<file path="src/hdl/wc2d_ram.sv">
// Generic simple dual-port RAM with registered read.
module wc2d_ram #(
   parameter int WIDTH = 8,
   parameter int DEPTH = 256
) (
   input  logic                     clock,
   input  logic                     wr_en,
   input  logic [$clog2(DEPTH)-1:0] wr_addr,
   input  logic [WIDTH-1:0]         wr_data,
   input  logic [$clog2(DEPTH)-1:0] rd_addr,
   output logic [WIDTH-1:0]         rd_data
);

   logic [WIDTH-1:0] mem_ff [DEPTH];
   logic [WIDTH-1:0] rd_data_ff;

   always_ff @(posedge clock) begin
      if (wr_en) begin
         mem_ff[wr_addr] <= wr_data;
      end
      rd_data_ff <= mem_ff[rd_addr];
   end

   assign rd_data = rd_data_ff;

endmodule

</file>
<file path="config.mk">
export PLATFORM = sky130hd
export DESIGN_NAME = wc2d_ram
export DESIGN_NICKNAME = d
export VERILOG_FILES = /design/src/hdl/wc2d_ram.sv
export SDC_FILE = /design/constraint.sdc
export NUM_CORES = 2
export LEC_CHECK = 0
export BUFFER_PORTS_ARGS = -buffer_cell sky130_fd_sc_hd__buf_4
export CORE_MARGIN = 2
export CORE_UTILIZATION = 39
export DETAILED_ROUTE_END_ITERATION = 10
export GPL_ROUTABILITY_DRIVEN = 0
export PLACE_DENSITY = 0.57
export SYNTH_ARGS = -nofsm -noshare
export SYNTH_HDL_FRONTEND = slang
export SYNTH_SLANG_ARGS = --single-unit
export TNS_END_PERCENT = 1
</file>
<file path="constraint.sdc">
create_clock -name clock -period 6.9 [get_ports clock]
set_clock_uncertainty 0.2 [all_clocks]
set_input_delay 0.69 -clock clock [delete_from_list [all_inputs] [get_ports clock]]
set_output_delay 0.69 -clock clock [all_outputs]
set_load 0.02 [all_outputs]
</file>
==> impl_metrics.toml <==
[sta]
grt_setup_unrepaired = "no"
fmax_ghz = 0.2523
maxSlewViolCount = 0
post-route-period-util_pct = 57.43
setup_violations = 0
tightest_slew_ns = 1.332
max_slew_margin_pct = 11.17
fin_setup_tns_ns = 0
finalCriticalPeriod_ns = 3.963
finalHoldViolCount = 0

[cts]
clk_path_buf_depth = 3
htreeDepth = 4
cts_tree = "done"
ctsResizeCount = 0
insertion_delay_ns = 0.85
clockRootBuffer = "clkbuf_16"
clk_pin_slew_ns = 0.06
postCtsSetupBuffers = 0
postCtsHoldBufs = 0
cts_made_buffers = 209
cts_sinks = 2056

[pwr]
clkPwrFrac_pct = 42.2
swShare_pct = 21.69
powerDensity_nw_per_um2 = 291.6
sequentialPowerShare_pct = 53.1
internal_power_uw = 20370
finalPower_uw = 26010
comb_power_share_pct = 4.7
vdd_ir_drop_max_uv = 275.4
power.switching_uw = 5643
p_leak_uw = 0.02712

[logic_synthesis]
synth.most_common_cell = "edfxtp_1"
synth_cell_types = 55
synth_top_area_share_pct = 77.30
synth_common_cells = "2,048 x edfxtp_1, 454 x mux4_2, 282 x nor2_1"
async_flop_share_pct = 0
yosys_most_used_dff = "edfxtp_1"
postSynthAreaPerCell_um2 = 21.31
ys_ff_latch = 2056
yosys.area.top_type = "edfxtp_1"
netlist_instances = 3733
synthTopCellsByArea = "edfxtp_1 77%, mux4_2 13%, mux2i_1 1.7%"
synth.net_count = 3759
synth-edff-count = 2048
seq_area_frac_synth_pct = 77.50
ys_warn_count = 0
netlist_area_um2 = 79560

[floorplanning]
die_y_um = 455.7
coreArea_um2 = 202500
io_pins = 34
start_util_pct = 39.28
die_area_um2 = 207600
rows = 165
die_w_um = 455.7

[setup_path]
reg2reg_depth = 6
r2r_slack_ns = 3.70
path_depth = 7
path_max_fanout = 61
cp_top_family = "simple AND/OR/NAND/NOR gates"
r2r_end = "rd_data[2]"
cpMostUsedCell = "nor4_1"
end_kind = "flip-flop"
path_cells = "buf_8 > buf_12 > mux4_1 > a22oi_1 > a31oi_1 > nor4_1 > nor4_1"
worstPathRequired_ns = 7.38
path_buf_inv = 2
crit_slowest_cell = "nor4_1"
r2r_start = "mem_ff[101][2]"
arrival_ns = 4.44
cp-start-kind = "input pin"
slowest_delay_ns = 1.13
critPathKind = "input pin to flip-flop"

[place]
dpl.hpwl_um = 121100
io_buffers = 33
post-place-cells = 6284
place_area_um2 = 82590

[routing]
drt-wirelength-per-cell_um = 30.51
vias_per_cell = 5.788
drc_errors = 0
dr.pass1.iters = 5
vias = 38655
drtIter0Drc = 4501
ant_nets = 0
drt-total-wl_um = 203800

[cells_and_area]
final_nets = 3849
fin_util_pct = 44.04
syn2layout_area_growth_pct = 12.12
stdcell_area_um2 = 89200
stdcell_count = 6679
drive_gt1_share_pct = 21.89

[flow_run]
maxCapViolCount = 0

[global_routing]
grt_pass1_vias = 38661
grt_usage_pct = 19.42
antenna_found_initial = 10
grt_max_degree = 194
grt_overflow = 0
grt_pass1_wl_um = 291600

[hold_path]
holdPathStages = 1
hp-class = "input pin to flip-flop"
hold_path_end = "mem_ff[97][4]"
min_from = "wr_data[4]"

[run_status]
status = "finished, final reports clean"
kinds of logic after synthesis:
group,share of synthesized area [%]
flops,77.50
mux,14.62
simple gates,2.628
compound gates,3.419
buf+inv,1.831
layout make-up:
| type | count | area [µm²] |
|---|---|---|
| Fill cell | 17006 | 113300 |
| Sequential cell | 2056 | 61660 |
| Inverter | 2 | 7.507 |
| Multi-Input combinational cell | 1442 | 16510 |
| Timing Repair Buffer | 112 | 1079 |
| Clock inverter | 120 | 1112 |
| Antenna cell | 5 | 12.51 |
| Clock buffer | 270 | 5480 |
| Tap cell | 2672 | 3343 |
state kept, by name, indices dropped and copies added (netlist names):
register	cells
mem_ff	2048
rd_data	8
layer usage:
metal  GRT usage (%)  up-vias  share of wire (%)
li1                -    15900                  -
met3           2.948      267                6.9
met4           5.579        0                2.5
met5               0        -                  0
met1           28.21    20906                 43
met2           30.53     1582                 48
through the flow:
stage          worst slack (ns)  hold WS, ns
4_1_cts                   2.925      0.06639
2_1_floorplan             4.072       0.5699
6_report                  2.937      0.08786
3_3_place_gp              1.785       0.7478
3_5_place_dp              2.048       0.7803
5_1_grt                   2.838      0.08159
power groups by stage:
stage / sequential, µW / combinational (µW) / clock (µW)
after CTS: 13800 / 1250 / 11100
after detailed placement: 14100 / 1250 / 0
final: 13800 / 1230 / 11000
after floorplan: 14100 / 669 / 0
after global routing: 13800 / 1300 / 11600
after global placement: 14100 / 1230 / 0
worst max path at each step:
| stage | from | endpoint | slack, ns |
|---|---|---|---|
| after floorplan | rd_addr[0] | rd_data[2] | 4.07 |
| after global placement | rd_addr[0] | rd_data[4] | 1.78 |
| after detailed placement | rd_addr[0] | rd_data[5] | 2.05 |
| after CTS | rd_addr[0] | rd_data[5] | 2.92 |
| after global routing | rd_addr[0] | rd_data[5] | 2.84 |
| final | rd_addr[0] | rd_data[5] | 2.94 |
placed cells by master, fill, tap and decap left out, drive strengths merged, types with 2 or more instances in the layout:
master	count
mux2i	134
nand2	33
a221oi	14
o22ai	28
and3b	2
nand3	34
nand4	10
nor3	22
a22oi	133
nor2b	31
o32ai	5
o22a	5
a2111oi	5
mux4	456
edfxtp	2048
dfxtp	8
a211oi	16
bufinv	15
a22o	8
nor4	27
diode	5
buf	112
clkinvlp	2
nand3b	2
a31oi	2
o211ai	10
nor2	282
clkbuf	270
inv	13
clkinv	92
and2	6
a311oi	2
or2	4
o21ai	12
a21oi	96
nand2b	8
o221ai	47
worst reg2reg max path, cell delays in order (launching register included):
cell and delay (ns):
edfxtp_1 0.36, mux4_2 0.46, nor2b_1 0.14, a211oi_1 0.54, nor3_1 0.23, nor4_1 0.99
nor4_2 0.13
(Power assumes the default switching activity.)
