===== config.mk =====
export PLATFORM = sky130hd
export DESIGN_NAME = wc2d_mac
export DESIGN_NICKNAME = d
export VERILOG_FILES = /design/src/hdl/wc2d_pkg.sv /design/src/hdl/wc2d_mac.sv
export SDC_FILE = /design/constraint.sdc
export NUM_CORES = 1
export LEC_CHECK = 0
export BUFFER_PORTS_ARGS = -buffer_cell sky130_fd_sc_hd__buf_2
export CELL_PAD_IN_SITES_DETAIL_PLACEMENT = 1
export CELL_PAD_IN_SITES_GLOBAL_PLACEMENT = 2
export CORE_MARGIN = 2
export CORE_UTILIZATION = 39
export DETAILED_ROUTE_END_ITERATION = 12
export PLACE_DENSITY_LB_ADDON = 0.15
export SYNTH_ARGS = -nofsm -noshare
export SYNTH_HDL_FRONTEND = slang
export SYNTH_SLANG_ARGS = --single-unit

===== constraint.sdc =====
create_clock -name clock -period 8.48 [get_ports clock]
set_input_delay 2.544 -clock clock [delete_from_list [all_inputs] [get_ports clock]]
set_output_delay 2.544 -clock clock [all_outputs]
set_load 0.03 [all_outputs]

===== src/hdl/wc2d_pkg.sv =====
// Shared constants and types for the wrapped 2-D convolution block.
package wc2d_pkg;

   localparam int MAX_TILE       = 256;
   localparam int MAX_RADIUS     = 7;
   localparam int COEF_FRAC_BITS = 12;

   localparam int KSIDE   = 2 * MAX_RADIUS + 1;
   localparam int KDEPTH  = KSIDE * KSIDE;
   localparam int TDEPTH  = MAX_TILE * MAX_TILE;

   localparam int COORD_W = 8;
   localparam int SIZE_W  = 9;
   localparam int RAD_W   = 3;
   localparam int KIDX_W  = 4;
   localparam int PIX_W   = 8;
   localparam int COEF_W  = 16;
   localparam int KADDR_W = $clog2(KDEPTH);
   localparam int TADDR_W = 2 * COORD_W;
   localparam int PROD_W  = PIX_W + 1 + COEF_W;
   localparam int ACC_W   = 32;
   localparam int DIV_W   = SIZE_W + COORD_W;
   localparam int STEP_W  = 4;
   localparam int CSR_IDX_W = 2;

   localparam logic [1:0] ACT_LOAD_COEF  = 2'd0;
   localparam logic [1:0] ACT_LOAD_PIXEL = 2'd1;
   localparam logic [1:0] ACT_COMPUTE    = 2'd2;

   localparam logic [CSR_IDX_W-1:0] CSR_TILE_SIZE = 2'd0;
   localparam logic [CSR_IDX_W-1:0] CSR_RADIUS_H  = 2'd1;
   localparam logic [CSR_IDX_W-1:0] CSR_RADIUS_V  = 2'd2;

   localparam logic [STEP_W-1:0] CENTRE_LAST = STEP_W'(COORD_W);

   typedef struct packed {
      logic clear;
      logic tap;
   } mac_ctrl_type;

endpackage


===== src/hdl/wc2d_mac.sv =====
// Shared multiply-accumulate unit: registered product, then accumulate.
module wc2d_mac (
   input  logic                                clock,
   input  logic                                reset,
   input  wc2d_pkg::mac_ctrl_type              ctrl,
   input  logic [wc2d_pkg::PIX_W-1:0]          pix,
   input  logic signed [wc2d_pkg::COEF_W-1:0]  coef,
   output logic signed [wc2d_pkg::ACC_W-1:0]   acc,
   output logic                                busy
);

   logic signed [wc2d_pkg::PROD_W-1:0] prod_ff;
   logic signed [wc2d_pkg::PROD_W-1:0] prod_in;
   logic                               prod_v_ff;
   logic signed [wc2d_pkg::ACC_W-1:0]  acc_ff;
   logic signed [wc2d_pkg::ACC_W-1:0]  acc_in;

   always_comb begin
      prod_in = wc2d_pkg::PROD_W'($signed({1'b0, pix}) * coef);
      acc_in  = acc_ff;
      if (ctrl.clear) begin
         acc_in = '0;
      end else if (prod_v_ff) begin
         acc_in = acc_ff + wc2d_pkg::ACC_W'(prod_ff);
      end
   end

   always_ff @(posedge clock) begin
      if (reset) begin
         prod_v_ff <= 1'b0;
      end else begin
         prod_v_ff <= ctrl.tap;
      end
      prod_ff <= prod_in;
      acc_ff  <= acc_in;
   end

   assign acc  = acc_ff;
   assign busy = prod_v_ff;

endmodule


==> results.py <==
metrics = {
    "pwr": {
        "p_total_mw": 2.99,
        "p_clk_frac": 0.114,
        "p_int_mw": 1.50,
        "power.density_nw_per_um2": 335,
        "ir_drop_mv": 0.117,
        "seq_power_share": 0.152,
        "power.share.combinational": 0.734,
        "leakage_nw": 4.48,
        "switching_share": 0.498,
        "switching_power_mw": 1.49,
    },
    "cells_and_area": {
        "n_antenna_cell": 0,
        "synthToLayoutAreaGrowth_pct": 9.17,
        "instances_no_fill": 1276,
        "nNetsFinal": 1213,
        "drive_above_1_share": 0.0875,
        "fillers": 2486,
        "final_cell_mix": "inv_1 (170), fa_1 (103), nand2_1 (87), ha_1 (81), and2_1 (78)",
        "final_cell_area_um2": 8920,
        "fin_util": 0.437,
        "layout_commonest_cell": "inv_1",
    },
    "global_routing": {
        "antenna_found_initial": 0,
        "grt_pass1_vias": 6976,
        "overflow": 0,
        "track_usage": 0.191,
        "grt_pass1_wl_um": 34500,
        "grt_max_degree": 39,
    },
    "run_status": {
        "status": "complete, no violations",
    },
    "timing": {
        "max_freq_mhz": 147,
        "fin_worst_skew_ns": 0.00921,
        "slew_headroom": 0.494,
        "rsz0062_at_grt": "false",
        "fin_crit_sh": 0.802,
        "setup-tns-final_ns": 0,
        "hold_viol_final": 0,
        "worst_slew_pin_slew_ns": 0.759,
        "timing.final.crit_period_ns": 6.80,
        "setup_violations": 0,
        "drv_slew": 0,
    },
    "die": {
        "dieArea_um2": 22100,
        "rows": 52,
        "core_area_um2": 20400,
        "die_w_um": 149,
        "die_height_um": 149,
        "start_util": 0.400,
        "ioPinCount": 61,
    },
    "synth": {
        "async_flop_share": 0,
        "yosysTopAreaCellShare": 0.252,
        "yosys_most_used_dff": "dfxtp_1",
        "ys_warn_count": 0,
        "yosys.area.top_type": "fa_1",
        "synth_cells": 960,
        "syn_area_um2": 8180,
        "synth_edf_count": 0,
        "ys_ff_latch": 58,
        "synth.net_count": 1172,
        "synthDistinctLibCells": 62,
        "yosysSeqAreaShare": 0.142,
        "synth_area_leaders": "fa_1 (25%), dfxtp_1 (14%), ha_1 (12%)",
        "avgSynthCellArea_um2": 8.52,
    },
    "clock_network": {
        "cts_hold_buf": 0,
        "htreeDepth": 3,
        "clock_latency_ns": 0.34,
        "cts.clk_slew.worst_paths_ns": 0.06,
        "postCtsSetupBuffers": 0,
        "cts_root_buf": "clkbuf_16",
        "postCtsResizedCells": 0,
        "clockBufferDepth": 2,
        "cts_tree": "built",
        "clock_sinks": 58,
        "cts_buffers": 9,
    },
    "detailed_routing": {
        "antenna_left": 0,
        "drcViolationCount": 0,
        "via_count": 6380,
        "drt-wirelength-per-cell_um": 15.8,
        "drt_wl_total_um": 20100,
        "drtIter0Drc": 132,
        "first_pass_iters": 4,
        "vias_per_cell": 5.00,
    },
    "placed_design": {
        "placed_area_um2": 8640,
        "dp_hpwl_um": 16800,
        "numPortBuffers": 60,
        "dp.cells": 1260,
        "gp_congestion": 0.809,
    },
    "worst_hold_path": {
        "hold_path_end": "acc[24]",
        "hold_depth": 2,
        "hold_class": "reg2reg",
        "min_from": "acc[24]",
    },
    "setup_path": {
        "r2r_slack_ns": 5.22,
        "arrival_ns": 7.02,
        "r2r-start": "acc[8]",
        "critPathKind": "in2reg",
        "worstSetupStartpointType": "primary input",
        "worst_setup_path_end_kind": "flop",
        "reg2regPathDepth": 9,
        "r2r-end": "acc[31]",
        "required_ns": 8.70,
        "worstPathMaxFanout": 16,
    },
    "flow_run": {
        "maxCapViolations": 0,
    },
}
[state kept, by name (all words and copies together), names as in the netlist]
| register | count |
|---|---|
| prod_ff | 25 |
| busy | 1 |
| acc | 32 |
[worst max-delay path, cell delays in order]
cell and delay, ns:
buf_2 0.27, nand2_1 0.13, fa_1 0.55, inv_1 0.05, fa_1 0.53, inv_1 0.06, fa_1 0.46, fa_1 0.54
inv_1 0.04, ha_1 0.34, o21ai_0 0.11, o21ai_0 0.17, o2111ai_1 0.18, o211a_1 0.28, o31a_1 0.35, o21ai_0 0.19
a21oi_1 0.10, xnor2_1 0.12
[cell families after synthesis]
kind of cell             count (synthesis)  synth area share
AND/OR/NAND/NOR                        285             0.177
buffers and inverters                  201            0.0996
adder cells (fa/ha/maj)                184             0.376
AO/OA/AOI/OAI                          168             0.133
flip-flops                              58             0.142
XOR/XNOR                                46            0.0493
multiplexers                            18            0.0222
[metrics by stage]
step                setup WS [ns]  hold slack (ns)
global placement             1.37            0.473
CTS                          1.65            0.483
floorplan                    1.69            0.551
detailed placement           1.29            0.473
finish                       1.68            0.480
global route                 1.33            0.520
[Yosys cell counts (3+ instances only)]
| cell type | count |
|---|---|
| nor3_1 | 15 |
| o2111ai_1 | 4 |
| nand2b_1 | 3 |
| a21oi_1 | 48 |
| or2_2 | 4 |
| a211oi_1 | 11 |
| o21ai_0 | 28 |
| mux2i_1 | 17 |
| nand3_1 | 8 |
| nor2_1 | 49 |
| buf_2 | 3 |
| xor2_1 | 13 |
| a21o_1 | 19 |
| a211o_1 | 3 |
| dfxtp_1 | 58 |
| buf_6 | 5 |
| o31ai_1 | 5 |
| o21bai_1 | 4 |
| and2_1 | 78 |
| nor2b_1 | 7 |
| o221ai_1 | 3 |
| fa_1 | 103 |
| and3_1 | 9 |
| or3_1 | 5 |
| inv_1 | 170 |
| o211ai_1 | 5 |
| ha_1 | 81 |
| clkbuf_1 | 19 |
| o21a_1 | 8 |
| nand2_1 | 87 |
| xnor2_1 | 33 |
| o22ai_1 | 7 |
| a31oi_1 | 7 |
| nand4_1 | 7 |
[metal layers]
metal  up-vias  GRT usage  wire (µm)
li1       3192          -          -
met1      3106      0.271      10200
met2        67      0.322       9360
met3        15     0.0122        337
met4         0     0.0410        208
met5         -          0          0
[cell type report]
type	instances	area, µm²	area share
well taps	270	338	0.0379
inverters	170	638	0.0715
clock inverters	7	55.1	0.00617
multi-input cells	701	6200	0.695
clock buffers	9	225	0.0252
flip-flops and latches	58	1160	0.130
repair buffers	61	308	0.0345
[power groups by stage]
stage	Clock [mW]	Combinational, mW	Sequential, mW
final	0.341	2.20	0.454
after global routing	0.363	2.52	0.465
after CTS	0.349	2.23	0.456
after detailed placement	0	2.21	0.462
after global placement	0	2.19	0.460
after floorplan	0	1.69	0.509
[worst max-delay path by stage]
| stage | start | endpoint | slack, ns |
|---|---|---|---|
| 2_1_floorplan | pix[2] | prod_ff[24] | 1.69 |
| 3_3_place_gp | pix[2] | prod_ff[24] | 1.37 |
| 3_5_place_dp | pix[2] | prod_ff[24] | 1.29 |
| 4_1_cts | pix[2] | prod_ff[24] | 1.65 |
| 5_1_grt | pix[2] | prod_ff[24] | 1.33 |
| 6_report | pix[2] | prod_ff[24] | 1.68 |
(Power assumes the default switching activity.)
